<file path="config.mk">
export PLATFORM = sky130hd
export DESIGN_NAME = nrh_ctrl
export DESIGN_NICKNAME = d
export VERILOG_FILES = /design/src/nrh_pkg.sv /design/src/nrh_ctrl.sv
export SDC_FILE = /design/constraint.sdc
export NUM_CORES = 1
export LEC_CHECK = 0
export BUFFER_PORTS_ARGS = -buffer_cell sky130_fd_sc_hd__buf_2
export CAP_MARGIN = 40
export CORE_UTILIZATION = 40
export DETAILED_ROUTE_END_ITERATION = 10
export PLACE_DENSITY_LB_ADDON = 0.1
export SETUP_SLACK_MARGIN = 0.3
export SYNTH_ARGS = -nofsm -noshare
export SYNTH_HDL_FRONTEND = slang
export SYNTH_SLANG_ARGS = --single-unit
</file>
<file path="constraint.sdc">
create_clock -name clock -period 2 [get_ports clock]
set_input_delay 0.2 -clock clock [delete_from_list [all_inputs] [get_ports clock]]
set_output_delay 0.2 -clock clock [all_outputs]
set_load 0.01 [all_outputs]
</file>
<file path="src/nrh_pkg.sv">
// Shared constants, operation codes and command/status types for the ray hit block
`timescale 1ns / 1ps

package nrh_pkg;

   // Number format and field widths
   localparam int FRAC_BITS    = 12;
   localparam int UNIT_BITS    = 30;
   localparam int COORD_W      = 24;
   localparam int RAD_W        = 23;
   localparam int IDX_W        = 8;
   localparam int MAX_ENTITIES = 256;
   localparam int CNT_W        = $clog2(MAX_ENTITIES);
   localparam int M_LIMIT      = 1 << 29;
   localparam int MUL_W        = 34;
   localparam int DIV_N_W      = 64;
   localparam int DIV_D_W      = 32;
   localparam int DIST_W       = 48;

   // Register indexes of the configuration port
   localparam logic [2:0] CSR_ORG_X = 3'd0;
   localparam logic [2:0] CSR_ORG_Y = 3'd1;
   localparam logic [2:0] CSR_ORG_Z = 3'd2;
   localparam logic [2:0] CSR_DIR_X = 3'd3;
   localparam logic [2:0] CSR_DIR_Y = 3'd4;
   localparam logic [2:0] CSR_DIR_Z = 3'd5;

   // Datapath operations
   localparam logic [4:0] OP_NONE   = 5'd0;
   localparam logic [4:0] OP_LOAD   = 5'd1;
   localparam logic [4:0] OP_DIV_M  = 5'd2;
   localparam logic [4:0] OP_WR_M   = 5'd3;
   localparam logic [4:0] OP_DIV_N  = 5'd4;
   localparam logic [4:0] OP_WR_N   = 5'd5;
   localparam logic [4:0] OP_NORM   = 5'd6;
   localparam logic [4:0] OP_MUL    = 5'd7;
   localparam logic [4:0] OP_ACC    = 5'd8;
   localparam logic [4:0] OP_SQRT_A = 5'd9;
   localparam logic [4:0] OP_WR_LEN = 5'd10;
   localparam logic [4:0] OP_DIV_U  = 5'd11;
   localparam logic [4:0] OP_WR_U   = 5'd12;
   localparam logic [4:0] OP_WR_B   = 5'd13;
   localparam logic [4:0] OP_WR_C   = 5'd14;
   localparam logic [4:0] OP_WR_D   = 5'd15;
   localparam logic [4:0] OP_SQRT_D = 5'd16;
   localparam logic [4:0] OP_WR_T   = 5'd17;
   localparam logic [4:0] OP_WR_W   = 5'd18;
   localparam logic [4:0] OP_WR_HIT = 5'd19;
   localparam logic [4:0] OP_UPD    = 5'd20;
   localparam logic [4:0] OP_CNT    = 5'd21;
   localparam logic [4:0] OP_EMIT   = 5'd22;

   // Multiplier operand pairs
   localparam logic [2:0] SEL_NN = 3'd0;
   localparam logic [2:0] SEL_MU = 3'd1;
   localparam logic [2:0] SEL_MM = 3'd2;
   localparam logic [2:0] SEL_BB = 3'd3;
   localparam logic [2:0] SEL_TU = 3'd4;
   localparam logic [2:0] SEL_WR = 3'd5;
   localparam logic [2:0] SEL_DF = 3'd6;

   typedef struct packed {
      logic [4:0] op;
      logic [2:0] sel;
      logic [1:0] ax;
   } cmd_type;

   typedef struct packed {
      logic div_busy;
      logic sqrt_busy;
      logic mx_zero;
      logic norm_ok;
      logic away;
      logic discr_neg;
      logic shootable;
      logic last;
      logic out_free;
   } stat_type;

endpackage

</file>
<file path="src/nrh_ctrl.sv">
// Controller: sequences the datapath through one entity test and the query result
`timescale 1ns / 1ps

module nrh_ctrl (
   input  logic               clock,
   input  logic               reset,
   input  logic               req_valid,
   output logic               req_ready,
   input  nrh_pkg::stat_type  stat,
   output nrh_pkg::cmd_type   cmd
);

   localparam logic [4:0] S_IDLE  = 5'd0;
   localparam logic [4:0] S_MDIV  = 5'd1;
   localparam logic [4:0] S_MWAIT = 5'd2;
   localparam logic [4:0] S_NDIV  = 5'd3;
   localparam logic [4:0] S_NWAIT = 5'd4;
   localparam logic [4:0] S_NCHK  = 5'd5;
   localparam logic [4:0] S_NORM  = 5'd6;
   localparam logic [4:0] S_MUL   = 5'd7;
   localparam logic [4:0] S_ACC   = 5'd8;
   localparam logic [4:0] S_SQST  = 5'd9;
   localparam logic [4:0] S_LWAIT = 5'd10;
   localparam logic [4:0] S_UDIV  = 5'd11;
   localparam logic [4:0] S_UWAIT = 5'd12;
   localparam logic [4:0] S_WRB   = 5'd13;
   localparam logic [4:0] S_WRC   = 5'd14;
   localparam logic [4:0] S_REJ   = 5'd15;
   localparam logic [4:0] S_WRD   = 5'd16;
   localparam logic [4:0] S_DCHK  = 5'd17;
   localparam logic [4:0] S_TWAIT = 5'd18;
   localparam logic [4:0] S_TU    = 5'd19;
   localparam logic [4:0] S_WRW   = 5'd20;
   localparam logic [4:0] S_WR    = 5'd21;
   localparam logic [4:0] S_HIT   = 5'd22;
   localparam logic [4:0] S_UPD   = 5'd23;
   localparam logic [4:0] S_NEXT  = 5'd24;
   localparam logic [4:0] S_EMIT  = 5'd25;

   logic [4:0] state_ff, state_in;
   logic [1:0] ax_ff, ax_in;
   logic [2:0] phase_ff, phase_in;

   // Next state and command
   always_comb begin
      state_in  = state_ff;
      ax_in     = ax_ff;
      phase_in  = phase_ff;
      cmd.op    = nrh_pkg::OP_NONE;
      cmd.sel   = phase_ff;
      cmd.ax    = ax_ff;
      req_ready = (state_ff == S_IDLE);
      case (state_ff)
         S_IDLE: begin
            if (req_valid) begin
               cmd.op   = nrh_pkg::OP_LOAD;
               ax_in    = 2'd0;
               state_in = S_NEXT;
            end
         end
         S_MDIV: begin
            cmd.op   = nrh_pkg::OP_DIV_M;
            state_in = S_MWAIT;
         end
         S_MWAIT: begin
            if (!stat.div_busy) begin
               cmd.op = nrh_pkg::OP_WR_M;
               if (ax_ff == 2'd2) begin
                  ax_in    = 2'd0;
                  state_in = S_NDIV;
               end else begin
                  ax_in    = ax_ff + 2'd1;
                  state_in = S_MDIV;
               end
            end
         end
         S_NDIV: begin
            cmd.op   = nrh_pkg::OP_DIV_N;
            state_in = S_NWAIT;
         end
         S_NWAIT: begin
            if (!stat.div_busy) begin
               cmd.op = nrh_pkg::OP_WR_N;
               if (ax_ff == 2'd2) begin
                  ax_in    = 2'd0;
                  state_in = S_NCHK;
               end else begin
                  ax_in    = ax_ff + 2'd1;
                  state_in = S_NDIV;
               end
            end
         end
         S_NCHK: begin
            state_in = stat.mx_zero ? S_NEXT : S_NORM;
         end
         S_NORM: begin
            if (stat.norm_ok) begin
               ax_in    = 2'd0;
               phase_in = nrh_pkg::SEL_NN;
               state_in = S_MUL;
            end else begin
               cmd.op = nrh_pkg::OP_NORM;
            end
         end
         S_MUL: begin
            cmd.op   = nrh_pkg::OP_MUL;
            state_in = S_ACC;
         end
         S_ACC: begin
            cmd.op = nrh_pkg::OP_ACC;
            if (ax_ff == 2'd2) begin
               ax_in = 2'd0;
               case (phase_ff)
                  nrh_pkg::SEL_NN: state_in = S_SQST;
                  nrh_pkg::SEL_MU: state_in = S_WRB;
                  nrh_pkg::SEL_MM: state_in = S_WRC;
                  default:         state_in = S_UPD;
               endcase
            end else begin
               ax_in    = ax_ff + 2'd1;
               state_in = S_MUL;
            end
         end
         S_SQST: begin
            cmd.op   = nrh_pkg::OP_SQRT_A;
            state_in = S_LWAIT;
         end
         S_LWAIT: begin
            if (!stat.sqrt_busy) begin
               cmd.op   = nrh_pkg::OP_WR_LEN;
               ax_in    = 2'd0;
               state_in = S_UDIV;
            end
         end
         S_UDIV: begin
            cmd.op   = nrh_pkg::OP_DIV_U;
            state_in = S_UWAIT;
         end
         S_UWAIT: begin
            if (!stat.div_busy) begin
               cmd.op = nrh_pkg::OP_WR_U;
               if (ax_ff == 2'd2) begin
                  ax_in    = 2'd0;
                  phase_in = nrh_pkg::SEL_MU;
                  state_in = S_MUL;
               end else begin
                  ax_in    = ax_ff + 2'd1;
                  state_in = S_UDIV;
               end
            end
         end
         S_WRB: begin
            cmd.op   = nrh_pkg::OP_WR_B;
            phase_in = nrh_pkg::SEL_MM;
            state_in = S_MUL;
         end
         S_WRC: begin
            cmd.op   = nrh_pkg::OP_WR_C;
            state_in = S_REJ;
         end
         S_REJ: begin
            if (stat.away) begin
               state_in = S_NEXT;
            end else begin
               cmd.op   = nrh_pkg::OP_MUL;
               cmd.sel  = nrh_pkg::SEL_BB;
               state_in = S_WRD;
            end
         end
         S_WRD: begin
            cmd.op   = nrh_pkg::OP_WR_D;
            state_in = S_DCHK;
         end
         S_DCHK: begin
            if (stat.discr_neg) begin
               state_in = S_NEXT;
            end else begin
               cmd.op   = nrh_pkg::OP_SQRT_D;
               state_in = S_TWAIT;
            end
         end
         S_TWAIT: begin
            if (!stat.sqrt_busy) begin
               cmd.op   = nrh_pkg::OP_WR_T;
               ax_in    = 2'd0;
               state_in = S_TU;
            end
         end
         S_TU: begin
            cmd.op   = nrh_pkg::OP_MUL;
            cmd.sel  = nrh_pkg::SEL_TU;
            state_in = S_WRW;
         end
         S_WRW: begin
            cmd.op   = nrh_pkg::OP_WR_W;
            state_in = S_WR;
         end
         S_WR: begin
            cmd.op   = nrh_pkg::OP_MUL;
            cmd.sel  = nrh_pkg::SEL_WR;
            state_in = S_HIT;
         end
         S_HIT: begin
            cmd.op = nrh_pkg::OP_WR_HIT;
            if (ax_ff == 2'd2) begin
               ax_in    = 2'd0;
               phase_in = nrh_pkg::SEL_DF;
               state_in = S_MUL;
            end else begin
               ax_in    = ax_ff + 2'd1;
               state_in = S_TU;
            end
         end
         S_UPD: begin
            cmd.op   = nrh_pkg::OP_UPD;
            state_in = S_NEXT;
         end
         S_NEXT: begin
            // first visit after the load decides whether the entity is tested
            if (stat.shootable && (phase_ff != nrh_pkg::SEL_MU) && (ax_ff == 2'd0)
                && (phase_ff == nrh_pkg::SEL_BB)) begin
               state_in = S_MDIV;
            end else begin
               cmd.op   = nrh_pkg::OP_CNT;
               phase_in = nrh_pkg::SEL_NN;
               state_in = stat.last ? S_EMIT : S_IDLE;
            end
         end
         S_EMIT: begin
            if (stat.out_free) begin
               cmd.op   = nrh_pkg::OP_EMIT;
               state_in = S_IDLE;
            end
         end
         default: state_in = S_IDLE;
      endcase
      // after a load, mark the pending test so the first visit to the count
      // state branches into the entity test if the entity is shootable
      if ((state_ff == S_IDLE) && req_valid) begin
         phase_in = nrh_pkg::SEL_BB;
      end
      if (state_ff == S_MDIV) begin
         phase_in = nrh_pkg::SEL_NN;
      end
   end

   // State registers
   always_ff @(posedge clock) begin
      if (reset) begin
         state_ff <= S_IDLE;
         ax_ff    <= 2'd0;
         phase_ff <= nrh_pkg::SEL_NN;
      end else begin
         state_ff <= state_in;
         ax_ff    <= ax_in;
         phase_ff <= phase_in;
      end
   end

endmodule

</file>
==> summary.md, run 1 <==
| Metric | Value |
|---|---|
| Ys flop type | `dfxtp_1` |
| Fmax | `0.4994 GHz` |
| Final routed DRC violation total | `0` |
| CP required | `1800 ps` |
| CTS max path bufs | `2` |
| WS Path Type | `flip-flop to output pin` |
| Avg WL per Cell | `about 20 um` |
| Fin area | `2613 um2` |
| Number of max-cap violations | `0` |
| Die Span Y | `63.22 um` |
| DP HPWL | `4334 um` |
| Fin crit period | `approximately 2000 ps` |
| Distinct cells, synth | `57` |
| GRT Total Usage | `0.3217` |
| Worst Setup SP | `state_ff[3]$_SDFFE_PP0P_` |
| Later-pin clock latency in the skew report | `between 200 and 250 ps` |
| Post-Synthesis Cell Area | `roughly 1500 um2` |
| CP Capture Type | `output pin` |
| TritonCTS buffer count | `3` |
| Largest net degree at the start of global routing | `25` |
| Final Cycle Share | `1.001` |
| Pwr Total | `3.776 mW` |
| Core area | `3468 um2` |
| Hold Path Class | `input pin to flip-flop` |
| Crit path depth | `7` |
| Vias/cell | `between 6 and 7` |
| Final antenna-violating net count | `0` |
| Reg2reg path depth | `8` |
| Maximum VDD drop | `0.0007526 V` |
| I/O pins | `23` |
| Vias in the first global route | `roughly 2000` |
| FP Rows | `21` |
| WL met3 | `about 700 um` |
| Register bit total from synthesis | `10` |
| Post-synth ARST share | `0` |
| Syn avg cell area | `around 6.7 um2` |
| Worst Path Buf+Inv | `3` |
| Final Non-Filler Cells | `350` |
| Placement Cell Area | `1911 um2` |
| Final setup margin | `-2.426 ps` |
| Initial core utilization | `0.4322` |
| Area contributors post-synth | `dfxtp_1, a21oi_1, nor2_1, nand2b_1, nand2_1` |
| Placer Congestion | `about 0.94` |
| Final number of max-transition violations | `0` |
| Synth top area share | `0.1336` |
| Top Metal Used | `met4` |
| PD cells | `1445 nW/um2` |
| Depth of the CTS H-tree | `1` |
| Peak fanout along the critical path | `5` |
| Die Wd | `63.22 um` |
| Number of synthesized flops with an enable pin | `0` |
| CTS Root Cell | `clkbuf_8` |
| Area growth syn-to-layout | `74.29%` |
| Failing checks | `negative setup slack` |
| Crit path largest cell delay | `approximately 540 ps` |
| Diode count | `0` |
| # fillers | `258` |
| Area leader, netlist | `dfxtp_1` |
| Die area | `3996 um2` |
| CP max-delay cell | `or4_4` |
| Most numerous cell in the Yosys netlist | `nor2_1` |
| GRT Residual Overflow | `0` |
| Critical R2R Capture | `phase_ff[1]$_SDFFE_PP0P_` |
| Clk slew on worst S/H paths | `50 ps` |
| DR vias | `~2300` |
| Sequential area share after synthesis | `0.1336` |
| Post-Syn Nets | `around 240` |
| Worst R2R Setup Slack | `30 ps` |
| Routed met2 length | `3348 um` |
| Nets | `318` |
| Status | `finished with violations` |
| Final wirelength | `6960 um` |
| Startpoint type of the worst setup path | `flip-flop` |
| Unrepaired setup endpoints after global routing | `yes` |
| Clock skew | `2.866 ps` |
| Hold Vio Cnt, Final | `0` |
| Placed Cells | `roughly 320` |
| CP endpoint | `cmd[5]` |
| Initial antenna violation count | `0` |
| Lkg Pwr | `1.031 nW` |
| Port bufs | `22` |
| CP top delay family | `simple AND/OR/NAND/NOR gates` |
| Drt pass-1 iters | `5` |
| Worst-margin pin slew | `475.0 ps` |
| Slew headroom | `0.6829` |
| TritonCTS Sinks | `10` |
| Worst EP arrival | `1800 ps` |
| Post-Place Worst Slack | `48.95 ps` |
| Hold WS | `237.2 ps` |
| Worst flop-to-flop path startpoint | `state_ff[4]$_SDFFE_PP0P_` |
| Syn Inst Count | `224` |
| Finish-stage setup viols | `1` |
| Violation count after the first detailed-route iteration | `218` |
| CTS tree | `yes` |
| Most frequent cells after synthesis | `nor2_1, a21oi_1, nand2_1` |
| Share of cells above drive strength 1 | `0.5395` |
| Critical path cell sequence | `or4_4 -> buf_6 -> nor2_4 -> a21oi_2 -> buf_4 -> o2111ai_1 -> buf_2` |
| First-pass GRT wire length | `10030 um` |
| Total of warnings raised by yosys | `0` |
| Routed met1 length | `2726 um` |
sequential cells by signal (all words and copies together) (netlist names):
signal,count
state_ff,5
phase_ff,3
ax_ff,2
placed cells by master, fill, tap and decap left out, types with 3 or more instances in the layout:
master	n
buf_4	54
nor2_2	3
nand2_1	14
a21oi_1	15
a32o_1	3
nor3_4	3
nand2b_1	9
inv_1	5
o32ai_1	5
nor2_1	19
dfxtp_1	3
a21oi_2	4
nand3_1	8
nor3_1	5
o21ai_1	4
nor2b_1	6
a21o_1	3
nand2_2	3
buf_2	22
dfxtp_4	5
clkbuf_8	3
or3_4	3
buf_6	17
nand2b_4	3
o21ai_0	8
cell type report:
type | instances | area (um2) | area share
flip-flops and latches | 10 | 221.5 | 0.08477
repair buffers | 96 | 774.5 | 0.2965
well taps | 46 | 57.56 | 0.02203
inverters | 8 | 36.28 | 0.01389
multi-input cells | 187 | 1481 | 0.5670
clock buffers | 3 | 41.29 | 0.01580
worst register-to-register path, cell delays in order, from the launching register on:
cell and delay (ps):
dfxtp_4 370, buf_6 120, buf_6 120, buf_6 120, clkinvlp_4 180, nor2_2 190, a32oi_2 150, or4_1 520
a21oi_1 130
how the worst min path moves through the flow:
stage	start	endpoint	cells after the start
5_1_grt	reset	state_ff[0]$_SDFFE_PP0P_	2
3_5_place_dp	reset	state_ff[0]$_SDFFE_PP0P_	2
2_1_floorplan	reset	state_ff[0]$_SDFFE_PP0P_	1
6_report	reset	state_ff[0]$_SDFFE_PP0P_	2
4_1_cts	reset	state_ff[0]$_SDFFE_PP0P_	2
3_3_place_gp	reset	state_ff[0]$_SDFFE_PP0P_	2
logic make-up after synthesis:
kind of cell,synth area share
muxes,0.01336
xor gates and xnor gates,0.01169
buffers and inverters,0.08764
DFF,0.1336
AOI/OAI and AO/OA,0.3698
and+or+nand+nor,0.3840
what timing repair did:
action,4_1_cts,5_1_grt
pin swaps,19,20
cloned,1,0
endpoints found under the hold margin,0,0
resized for setup,50,49
hold buffers,0,0
buffers inserted,18,11
setup endpoints to repair,19,19
where the power goes:
group	switching, mW	leakage [nW]	internal, mW	total (mW)
combinational	1.60	0.923	1.54	3.14
sequential	0.141	0.0862	0.284	0.425
clock	0.0784	0.0216	0.132	0.210
layer usage:
metal / global-route usage / up-vias
li1: - / 1030
met4: 0.09375 / 0
met5: 0 / -
met1: 0.4225 / 1091
met3: 0.07790 / 19
met2: 0.5175 / 141
metrics by stage:
step / utilization / setup TNS (ps)
global route: 0.7532 / -100.8
CTS: 0.6677 / 0
global placement: 0.5509 / 0
detailed placement: 0.5509 / 0
finish: 0.7532 / -2.426
floorplan: - / 0
(Power assumes the default switching activity.)
==> run 2: changes to the inputs <==
- REMOVE_ABC_BUFFERS: default -> 1
- clock period: 2 -> 2.5 ns (I/O delays scaled with it)
==> summary.md, run 2 (synthesis results as in run 1) <==
| Metric | Value |
|---|---|
| Status | `completed` |
| Maximum VDD drop | `~0.0005 V` |
| Hold Vio Cnt, Final | `0` |
| Most frequent cells in the layout | `nor2_1, buf_2, a21oi_1, nand2_1, buf_4` |
| Final wirelength | `5192 um` |
| Diode count | `0` |
| FP Rows | `21` |
| Die Span Y | `roughly 63 um` |
| Worst flop-to-flop path startpoint | `state_ff[3]$_SDFFE_PP0P_` |
| Number of max-cap violations | `0` |
| Later-pin clock latency in the skew report | `240 ps` |
| Hold WS | `249.2 ps` |
| Final number of max-transition violations | `0` |
| DR vias | `1850` |
| Post-CTS setup buffer count | `0` |
| Nets | `261` |
| Violation count after the first detailed-route iteration | `roughly 200` |
| WS Path Type | `flip-flop to output pin` |
| Vias/cell | `roughly 6.3` |
| Area growth syn-to-layout | `19.87%` |
| PD cells | `1154 nW/um2` |
| Lkg Pwr | `0.6672 nW` |
| Hold Path Class | `input pin to flip-flop` |
| Fin crit period | `2098 ps` |
| Hold Crit Start | `reset` |
| TritonCTS Sinks | `10` |
| Worst Setup SP | `state_ff[4]$_SDFFE_PP0P_` |
| Largest net degree at the start of global routing | `23` |
| Port bufs | `22` |
| CTS Root Cell | `clkbuf_8` |
| Vias in the first global route | `1613` |
| Drt pass-1 iters | `5` |
| Largest regs | `state_ff (5), phase_ff (3), ax_ff (2)` |
| Crit path largest cell delay | `480 ps` |
| Largest register FFs | `5` |
| Die area | `roughly 4000 um2` |
| TritonCTS buffer count | `3` |
| Startpoint type of the worst setup path | `flip-flop` |
| Final routed DRC violation total | `0` |
| Depth of the CTS H-tree | `1` |
| CTS tree | `yes` |
| Core area | `3468 um2` |
| Final Cycle Share | `0.8391` |
| CP top delay family | `compound AO/OA/AOI/OAI gates` |
| Slew headroom | `0.6556` |
| Critical R2R Capture | `phase_ff[1]$_SDFFE_PP0P_` |
| CP endpoint | `cmd[9]` |
| Critical path cell sequence | `or3b_1 -> a31oi_2 -> o21ai_1 -> o311ai_0 -> buf_2` |
| Finish-stage setup viols | `0` |
| Reg2reg path depth | `5` |
| Placer Congestion | `around 0.97` |
| Initial core utilization | `0.4322` |
| Final antenna-violating net count | `0` |
| CTS max path bufs | `2` |
| Clk slew on worst S/H paths | `50 ps` |
| Worst EP arrival | `between 1500 and 2000 ps` |
| Worst-margin pin slew | `503.6 ps` |
| Worst R2R Setup Slack | `approximately 550 ps` |
| CP max-delay cell | `dfxtp_4` |
| I/O pins | `23` |
| GRT Residual Overflow | `0` |
| Hold_buf cts | `0` |
| Avg WL per Cell | `17.66 um` |
| Initial antenna violation count | `0` |
| DP HPWL | `3850 um` |
| Unrepaired setup endpoints after global routing | `no` |
| Worst Path Buf+Inv | `1` |
| Clock skew | `7.720 ps` |
| Share of cells above drive strength 1 | `0.2339` |
| Crit path depth | `5` |
| Die Wd | `between 60 and 70 um` |
| Most flops, register | `state_ff` |
| Setup_tns | `0 ps` |
| CP required | `2250 ps` |
| Peak fanout along the critical path | `20` |
| Fmax | `0.4767 GHz` |
| First-pass GRT wire length | `8224 um` |
| CP Capture Type | `output pin` |
| GRT Total Usage | `0.2581` |
==> run 2: report_power, final <==
| part | total (mW) | switching, mW | leakage (nW) | internal [mW] |
|---|---|---|---|---|
| clock network | 0.204 | 0.0656 | 0.0288 | 0.139 |
| registers | 0.373 | 0.150 | 0.0842 | 0.223 |
| logic | 1.50 | 0.862 | 0.554 | 0.635 |
==> run 2: worst min path at each step <==
| stage | end | slack [ps] | cells past startpoint |
|---|---|---|---|
| after global placement | state_ff[0]$_SDFFE_PP0P_ | 510 | 2 |
| after floorplan | state_ff[0]$_SDFFE_PP0P_ | 320 | 1 |
| after global routing | state_ff[0]$_SDFFE_PP0P_ | 270 | 2 |
| final | state_ff[0]$_SDFFE_PP0P_ | 250 | 2 |
| after CTS | state_ff[0]$_SDFFE_PP0P_ | 250 | 2 |
| after detailed placement | state_ff[0]$_SDFFE_PP0P_ | 510 | 2 |
==> run 2: worst register-to-register path, stage by stage (launching register included) <==
cell     delay, ps
dfxtp_2        390
or4_4          560
nor2_4         200
a21oi_2         80
or4_1          520
a21oi_1        130
==> run 2: stage by stage <==
step	utilization	setup WS (ps)	power, mW	cells	instance area [um2]
after floorplan	-	372.6	1.278	205	1398
after global placement	0.4881	234.4	1.826	290	1693
after detailed placement	0.4881	324.3	1.791	290	1693
after CTS	0.5054	298.7	2.007	294	1753
after global routing	0.5180	312.9	2.217	294	1797
final	0.5180	402.1	2.074	294	1797
==> run 2: metal layers <==
metal | track usage | up-vias | share of wire
li1 | - | 911 | -
met1 | 0.3667 | 842 | 0.45
met2 | 0.4046 | 90 | 0.45
met3 | 0.05254 | 7 | 0.087
met4 | 0.03977 | 0 | 0.0091
met5 | 0 | - | 0
==> run 2: cell type report <==
| class | count | area, um2 |
|---|---|---|
| fill | 370 | 1672 |
| inverter | 8 | 30.03 |
| clock buffer | 4 | 55.05 |
| tap | 46 | 57.56 |
| multi-input combinational | 187 | 1200 |
| sequential | 10 | 212.7 |
| timing repair buffer | 39 | 241.5 |
==> run 2: repair_timing <==
action | in CTS | in global routing
gates cloned | 0 | 0
setup endpoints to repair | 7 | 5
gates resized for setup | 4 | 9
==> run 3: changes to the inputs <==
- ABC_AREA: default -> 1
- clock period: 2.5 -> 1.93 ns (I/O delays scaled with it)
==> summary.md, run 3 <==
| Metric | Value |
|---|---|
| Status | `completed` |
| Drt pass-1 iters | `5` |
| Most flops, register | `state_ff` |
| TritonCTS Sinks | `10` |
| Worst EP arrival | `~1600 ps` |
| PD cells | `1268 nW/um2` |
| Depth of the CTS H-tree | `1` |
| Peak fanout along the critical path | `6` |
| Syn avg cell area | `between 5 and 6 um2` |
| Fin crit period | `1802 ps` |
| Largest net degree at the start of global routing | `10` |
| Number of max-cap violations | `0` |
| Setup_tns | `0 ps` |
| Most common cell after layout, fill and taps aside | `nand2_1` |
| Die area | `about 3800 um2` |
| Lkg Pwr | `1.158 nW` |
| Ys flop type | `dfxtp_1` |
| First-pass GRT wire length | `7817 um` |
| DR vias | `2004` |
| Largest register FFs | `5` |
| Final wirelength | `5242 um` |
| Unrepaired setup endpoints after global routing | `yes` |
| Largest regs | `state_ff (5), phase_ff (3), ax_ff (2)` |
| DP HPWL | `~4000 um` |
| CP Capture Type | `output pin` |
| Port bufs | `22` |
| Die Span Y | `about 61 um` |
| Later-pin clock latency in the skew report | `~270 ps` |
| Initial antenna violation count | `0` |
| Avg WL per Cell | `13.79 um` |
| Startpoint type of the worst setup path | `flip-flop` |
| Final antenna-violating net count | `0` |
| Final setup margin | `127.8 ps` |
| Die Wd | `61.45 um` |
| Post-Place Worst Slack | `205.6 ps` |
| Clock skew | `4.228 ps` |
| Post-synth ARST share | `0` |
| GRT Total Usage | `0.2845` |
| Number of synthesized flops with an enable pin | `0` |
| Total of warnings raised by yosys | `0` |
| I/O pins | `23` |
| Vias in the first global route | `1691` |
| Fmax | `0.5549 GHz` |
| Post-Synthesis Cell Area | `1414 um2` |
| Synth top area share | `0.2469` |
| Clk slew on worst S/H paths | `70 ps` |
| Sequential area share after synthesis | `0.1416` |
| CTS tree | `yes` |
| Violation count after the first detailed-route iteration | `~130` |
| Worst-margin pin slew | `264.9 ps` |
| Initial core utilization | `0.4204` |
| Placer Congestion | `1.008` |
| Hold WS | `between 150 and 200 ps` |
| Distinct cells, synth | `25` |
| Utilization after layout | `0.6231` |
| Diode count | `0` |
| Pwr Total | `~2.7 mW` |
| Register bit total from synthesis | `10` |
| Final Cycle Share | `0.9338` |
| Most frequent cells after synthesis | `nand2_1, nor2_1, nand3_1` |
| Most frequent cells in the layout | `nand2_1, nor2_1, nand3_1, inv_1, buf_2` |
| Syn Inst Count | `280` |
| Nets | `approximately 350` |
| Maximum VDD drop | `0.0006859 V` |
| CTS Root Cell | `clkbuf_4` |
| Finish-stage setup viols | `0` |
| Share of cells above drive strength 1 | `0.3982` |
| CTS max path bufs | `2` |
| CP required | `1740 ps` |
| WS Path Type | `flip-flop to output pin` |
| Area contributors post-synth | `nand2_1, dfxtp_1, nor2_1, nand3_1, inv_1` |
| Final routed DRC violation total | `0` |
| Area leader, netlist | `nand2_1` |
| Area growth syn-to-layout | `48.23%` |
| GRT Residual Overflow | `0` |
| Hold Path Class | `input pin to flip-flop` |
| Most numerous cell in the Yosys netlist | `nand2_1` |
| Hold Vio Cnt, Final | `0` |
| FP Rows | `21` |
| Slew headroom | `0.8234` |
| Vias/cell | `5.274` |
| Core area | `3363 um2` |
| TritonCTS buffer count | `3` |
| Final number of max-transition violations | `0` |
[run 3: per-stage QoR]
| stage | cells | cell area, um2 |
|---|---|---|
| finish | 380 | 2096 |
| global route | 380 | 2096 |
| CTS | 375 | 1956 |
| detailed placement | 355 | 1634 |
| global placement | 355 | 1634 |
| floorplan | 277 | 1391 |
[run 3: layout make-up]
type	instances	area, um2
Fill cell	348	1267
Multi-Input combinational cell	232	1254
Timing Repair Buffer	53	381.6
Sequential cell	10	222.7
Inverter	35	143.9
Tap cell	46	57.56
Clock buffer	4	36.28
[run 3: timing repair]
item / CTS / global route
gates cloned: 0 / 0
pin swaps: 14 / 17
setup endpoints to repair: 17 / 18
gates resized for setup: 53 / 29
setup buffers: 16 / 5
hold buffers: 0 / 0
[run 3: metal layers]
layer	GRT usage	vias to the layer above	wire length [um]	share of wire
li1	-	1000	-	-
met1	0.3726	890	2241	0.43
met2	0.4658	94	2435	0.46
met3	0.04832	20	385	0.073
met4	0.1111	0	180	0.034
met5	0	-	0	0
[run 3: worst max-delay path, cell delays in order (launching register included)]
cell,delay (ps)
dfxtp_4,420
inv_6,60
nor2_4,150
buf_6,140
nand3_2,100
nor2_1,210
nor4_2,70
nand3_1,70
buf_2,120
[run 3: cells by family after synthesis]
kind of cell / count (synthesis) / synth area share
flip-flops: 10 / 0.1416
buffers and inverters: 38 / 0.1089
AO/OA/AOI/OAI: 20 / 0.07257
AND/OR/NAND/NOR: 212 / 0.6770
[run 3: path summary, 6_finish.rpt]
kind / from / end / slack, ps / depth (start not counted)
max: state_ff[3]$_SDFFE_PP0P_ / cmd[6] / 130 / 8
min: reset / state_ff[4]$_SDFFE_PP0P_ / 180 / 2
max reg2reg: state_ff[0]$_SDFFE_PP0P_ / state_ff[4]$_SDFFE_PP0P_ / 280 / 12
min reg2reg: phase_ff[1]$_SDFFE_PP0P_ / phase_ff[1]$_SDFFE_PP0P_ / 500 / 2
[run 3: report_power, final]
part / internal, mW / switching (mW) / total [mW]
Combinational: 0.797 / 1.23 / 2.02
Sequential: 0.301 / 0.133 / 0.434
Clock: 0.115 / 0.0844 / 0.199
Total: 1.21 / 1.44 / 2.66
